===== src/lac_pkg.sv =====
package lac_pkg;

    localparam int MAX_SAMPLES = 4096;

    localparam int PRICE_W = 24;
    localparam int CNT_W   = 13;
    localparam int PAIR_W  = 12;
    localparam int RET_W   = 25;
    localparam int PROD_W  = 50;
    localparam int SUM_W   = 37;
    localparam int SQ_W    = 62;
    localparam int MW      = 76;
    localparam int PW      = 2 * MW;
    localparam int VW      = 78;
    localparam int SCALE   = 60;
    localparam int RW      = PW + SCALE;
    localparam int DQ_W    = SCALE + 1;
    localparam int RT_W    = 62;
    localparam int Q_W     = 31;
    localparam int DCNT_W  = 6;

    // final multiply sequence, issued in this order
    localparam logic [2:0] OP_NXX = 3'd0;
    localparam logic [2:0] OP_SXX = 3'd1;
    localparam logic [2:0] OP_NYY = 3'd2;
    localparam logic [2:0] OP_SYY = 3'd3;
    localparam logic [2:0] OP_NXY = 3'd4;
    localparam logic [2:0] OP_SXY = 3'd5;
    localparam logic [2:0] OP_AB  = 3'd6;
    localparam logic [2:0] OP_NN  = 3'd7;

    localparam logic [1:0] ST_OK    = 2'd0;
    localparam logic [1:0] ST_FEW   = 2'd1;
    localparam logic [1:0] ST_ZERO  = 2'd2;
    localparam logic [1:0] ST_OVER  = 2'd3;

    typedef struct packed {
        logic signed [23:0] price_q;
        logic               last_sample;
    } lac_in_t;

    typedef struct packed {
        logic signed [31:0] correlation;
        logic [11:0]        pair_count;
        logic [1:0]         status;
    } lac_out_t;

    typedef struct packed {
        logic       load;
        logic       mult;
        logic       acc;
        logic       mstart;
        logic       mstore;
        logic [2:0] op;
        logic       dstart;
        logic       sstart;
        logic       emit;
    } lac_cmd_t;

    typedef struct packed {
        logic last;
        logic early;
        logic var_bad;
        logic mul_busy;
        logic div_busy;
        logic sqrt_busy;
        logic out_free;
    } lac_stat_t;

endpackage


===== src/lac_ctrl.sv =====
module lac_ctrl (
    input  logic               clk,
    input  logic               rst_n,
    input  logic               sample_valid,
    output logic               sample_stall,
    input  lac_pkg::lac_stat_t stat,
    output lac_pkg::lac_cmd_t  cmd
);
    import lac_pkg::*;

    localparam logic [3:0] S_IDLE   = 4'd0;
    localparam logic [3:0] S_MUL    = 4'd1;
    localparam logic [3:0] S_ACC    = 4'd2;
    localparam logic [3:0] S_MSTART = 4'd3;
    localparam logic [3:0] S_MWAIT  = 4'd4;
    localparam logic [3:0] S_DSTART = 4'd5;
    localparam logic [3:0] S_DWAIT  = 4'd6;
    localparam logic [3:0] S_SSTART = 4'd7;
    localparam logic [3:0] S_SWAIT  = 4'd8;
    localparam logic [3:0] S_OUT    = 4'd9;

    logic [3:0] state_reg;
    logic [3:0] state_next;
    logic [2:0] op_reg;
    logic [2:0] op_next;

    always_ff @(posedge clk or negedge rst_n)
    begin
        if (!rst_n)
        begin
            state_reg <= S_IDLE;
            op_reg    <= OP_NXX;
        end
        else
        begin
            state_reg <= state_next;
            op_reg    <= op_next;
        end
    end

    always_comb
    begin
        state_next = state_reg;
        op_next    = op_reg;
        cmd        = '0;
        cmd.op     = op_reg;
        unique case (state_reg)
            S_IDLE:
            begin
                if (sample_valid)
                begin
                    cmd.load   = 1'b1;
                    state_next = S_MUL;
                end
            end
            S_MUL:
            begin
                cmd.mult   = 1'b1;
                state_next = S_ACC;
            end
            S_ACC:
            begin
                cmd.acc = 1'b1;
                if (!stat.last)
                begin
                    state_next = S_IDLE;
                end
                else if (stat.early)
                begin
                    state_next = S_OUT;
                end
                else
                begin
                    op_next    = OP_NXX;
                    state_next = S_MSTART;
                end
            end
            S_MSTART:
            begin
                // both variances are known before the cross terms start
                if (op_reg == OP_NXY && stat.var_bad)
                begin
                    state_next = S_OUT;
                end
                else
                begin
                    cmd.mstart = 1'b1;
                    state_next = S_MWAIT;
                end
            end
            S_MWAIT:
            begin
                if (!stat.mul_busy)
                begin
                    cmd.mstore = 1'b1;
                    if (op_reg == OP_NN)
                    begin
                        state_next = S_DSTART;
                    end
                    else
                    begin
                        op_next    = op_reg + 3'd1;
                        state_next = S_MSTART;
                    end
                end
            end
            S_DSTART:
            begin
                cmd.dstart = 1'b1;
                state_next = S_DWAIT;
            end
            S_DWAIT:
            begin
                if (!stat.div_busy)
                begin
                    state_next = S_SSTART;
                end
            end
            S_SSTART:
            begin
                cmd.sstart = 1'b1;
                state_next = S_SWAIT;
            end
            S_SWAIT:
            begin
                if (!stat.sqrt_busy)
                begin
                    state_next = S_OUT;
                end
            end
            S_OUT:
            begin
                if (stat.out_free)
                begin
                    cmd.emit   = 1'b1;
                    state_next = S_IDLE;
                end
            end
            default:
            begin
                state_next = S_IDLE;
            end
        endcase
    end

    assign sample_stall = (state_reg != S_IDLE);

`ifndef NO_ASSERTIONS
    a_emit_free: assert property (@(posedge clk) disable iff (!rst_n)
        cmd.emit |-> stat.out_free)
        else $error("result written over an item not yet taken");

    a_mstart_idle: assert property (@(posedge clk) disable iff (!rst_n)
        cmd.mstart |-> !stat.mul_busy)
        else $error("multiply started while multiplier busy");

    a_load_mult: assert property (@(posedge clk) disable iff (!rst_n)
        cmd.load |=> cmd.mult)
        else $error("accepted item not followed by its products");

    a_store_after_start: assert property (@(posedge clk) disable iff (!rst_n)
        cmd.mstart |=> !cmd.mstore || $past(cmd.op) == cmd.op)
        else $error("multiply result stored under another operation");
`endif

endmodule


===== config.mk =====
export PLATFORM = sky130hd
export DESIGN_NAME = lac_ctrl
export DESIGN_NICKNAME = d
export VERILOG_FILES = /design/src/lac_pkg.sv /design/src/lac_ctrl.sv
export SDC_FILE = /design/constraint.sdc
export NUM_CORES = 1
export LEC_CHECK = 0
export ABC_AREA = 1
export ABC_CLOCK_PERIOD_IN_PS = 2500
export BUFFER_PORTS_ARGS = -buffer_cell sky130_fd_sc_hd__buf_2
export CAP_MARGIN = 20
export CORE_UTILIZATION = 48
export CTS_BUF_LIST = sky130_fd_sc_hd__clkbuf_4
export CTS_CLUSTER_SIZE = 24
export DETAILED_ROUTE_END_ITERATION = 16
export GPL_ROUTABILITY_DRIVEN = 0
export PLACE_DENSITY = 0.83
export RECOVER_POWER = 50
export SKIP_LAST_GASP = 1
export SLEW_MARGIN = 10
export SYNTH_ARGS = -nofsm -noshare
export SYNTH_HDL_FRONTEND = slang
export SYNTH_SLANG_ARGS = --single-unit

===== constraint.sdc =====
create_clock -name clk -period 2.5 [get_ports clk]
set_clock_uncertainty 0.1 [all_clocks]
set_input_delay 0.125 -clock clk [delete_from_list [all_inputs] [get_ports clk]]
set_output_delay 0.125 -clock clk [all_outputs]
set_load 0.02 [all_outputs]

==> results.yml <==
outcome:
  status: "finished, final reports clean"
clock_network:
  cts.sinks: 7
  cts-resized-gates: 0
  cts_setup_buffers: 0
  tritoncts: "built"
  clk_pin_slew_ns: 0.04
  numCtsBuffers: 3
  postCtsHoldBufs: 1
  cts.htree.levels: 1
  root_buffer: "clkbuf_4"
  cts_buffer_depth: 2
  clock_latency_ns: 0.24
grt:
  grt_pass1_wl_um: 2320
  grt.total_usage_pct: 23.2
  grt_max_degree: 8
  first_global_vias: 565
  grt_overflow_total: 0
  antenna_found_initial: 0
synthesis:
  synthAdderAreaFrac_pct: 5.92
  synth_most_common_cell: "nand2_1"
  synth-edff-count: 0
  ys_ff_latch: 7
  synthSimpleGateAreaFrac_pct: 53.1
  synth_top_cell_by_area: "dfrtp_1"
  synth_area_leaders: "dfrtp_1 (28%), nand2_1 (18%), inv_1 (10%)"
  synth_common_cells: "nand2_1 (30), inv_1 (17), nand3_1 (12), nor2_1 (12), dfrtp_1 (7)"
  synth_compound_area_share_pct: 1.58
  async_flop_share_pct: 100
  synth_top_family_by_area: "simple AND/OR/NAND/NOR gates"
  synth_top_area_share_pct: 27.6
  synth-xor-area-share_pct: 0
  synth_warnings: 0
  synthesis.nets: 115
  ys_seq_area_share_pct: 27.6
  synth_area_sq_um: 634
  netlist-cell-type-count: 15
  syn_area_per_cell_sq_um: 6.22
  synthMuxAreaShare_pct: 0
  synth_top_flop_cell: "dfrtp_1"
  synth_cells: 102
timing:
  finalSetupViolCount: 0
  maxSlewHeadroom_pct: 65.6
  rsz0062_at_grt: "no"
  fin_crit_sh_pct: 68.3
  fin_tns_setup_ns: 0
  finalHoldViolCount: 0
  layout_min_cycle_time_ns: 1.71
  worst_pin_slew_ns: 0.514
  fmax_mhz: 585
  drv_slew: 0
pwr:
  p_per_area_mw_per_mm2: 966
  power_leakage_nw: 0.503
  ir_drop_mv: 0.559
routing:
  wl_um: 1420
  drc: 0
  first_pass_iters: 4
  vias: 687
  drtIter0Drc: 41
  wl_per_cell_um: 9.96
  viasPerCell: 4.84
  ant_nets: 0
setup_path:
  critical_path_required_ns: 2.28
  r2r_slack_ns: 0.79
  rr_startpoint: "state_reg[1]"
  crit_top_cell: "nor2_1"
  worstSetupPathType: "register to output pin"
  arrival_ns: 1.48
  endpoint_kind: "output pin"
  critPathSlowestCell: "nor2_1"
  crit_path_cell_trace: "nor2_1, nand2_1, nor2_1, buf_2"
  r2r_cells: 6
  crit_fanout: 6
  worst_setup_path_start_kind: "register"
  critical-path-max-stage-delay_ns: 0.44
  r2r-end: "op_reg[1]"
cells_and_area:
  drive_gt1_share_pct: 28.1
  nets: 142
  areaGrowthSynthToFinish_pct: 23.1
  fill_cells: 115
  diodes: 0
  fin_area_sq_um: 781
  instances_no_fill: 142
  largest_reg_flops: 4
flow_run:
  drv_cap: 0
placement:
  numPortBuffers: 21
  placed_area_sq_um: 757
  hpwl_um: 1230
  dp.cells: 137
hold_path:
  min_to: "state_reg[1]"
  hold_path_depth: 3
  hp-start: "stat[2]"
  hold_path.class: "primary input to register"
die:
  placement_rows: 12
  die_w_um: 38.4
  start_util_pct: 54.2
  io_pins: 22
  die-area_sq_mm: 0.00147
  die_y_um: 38.4
  coreArea_sq_mm: 0.00117
## layer usage
layer  GRT usage, %  routed length (um)
met1           31.5                 646
met2           35.2                 656
met3           4.65                 101
met4           10.3                  11
met5              0                   0
## power by group
| part | internal [mW] | total (mW) | switching (mW) |
|---|---|---|---|
| Sequential | 0.152 | 0.202 | 0.0498 |
| Combinational | 0.142 | 0.446 | 0.305 |
| Clock | 0.0713 | 0.106 | 0.0348 |
| Total | 0.365 | 0.754 | 0.389 |
## worst max-delay path, delay by kind of cell, from the launching register on
family | cells | cell delay [ns]
flops | 1 | 0.42
buf+inv | 1 | 0.17
simple gates | 3 | 0.66
## logic make-up (layout without fill, tap and decap cells)
group	count (synthesis)	count (layout)
and+or+nand+nor	70	70
buffers and inverters	20	46
DFF	7	7
adders and majority gates	3	3
AOI/OAI and AO/OA	2	2
## layout make-up
type | instances | area [sq um] | area share [%]
timing repair buffer | 22 | 109 | 13.9
multi-input combinational | 75 | 374 | 47.9
clock buffer | 4 | 30.0 | 3.85
sequential | 7 | 175 | 22.4
inverter | 20 | 75.1 | 9.62
tap | 14 | 17.5 | 2.24
## through the flow
step           power, mW  worst slack, ns  util (%)  hold WS (ns)
6_report           0.754            0.792      66.7        0.0179
5_1_grt            0.822            0.627      66.7        0.0190
4_1_cts            0.768            0.827      68.1        0.0114
3_5_place_dp       0.655             1.03      64.6        -0.138
3_3_place_gp       0.644             1.10      64.6        -0.137
2_1_floorplan      0.531             1.04         -        -0.271
## cell usage in the layout, fill, tap and decap left out, types with 3 or more instances in the layout
cell type,synthesis,layout
buf_2,0,16
ha_1,3,3
nand3_1,12,12
inv_1,17,17
nor2_2,6,5
clkbuf_1,0,5
clkbuf_4,0,4
dfrtp_1,7,7
nand2_2,5,5
nor2_1,12,14
inv_2,3,3
nand2_1,30,30
## worst max-delay path by stage
stage / startpoint / to / slack [ns] / depth (start not counted)
floorplan: op_reg[0] / op_reg[1] / 1.04 / 6
global placement: state_reg[2] / cmd[7] / 1.10 / 6
detailed placement: op_reg[0] / op_reg[1] / 1.03 / 6
CTS: state_reg[2] / cmd[7] / 0.83 / 6
global route: state_reg[1] / cmd[10] / 0.63 / 4
finish: state_reg[1] / cmd[10] / 0.79 / 4
Power figures use the tool's default switching activity.
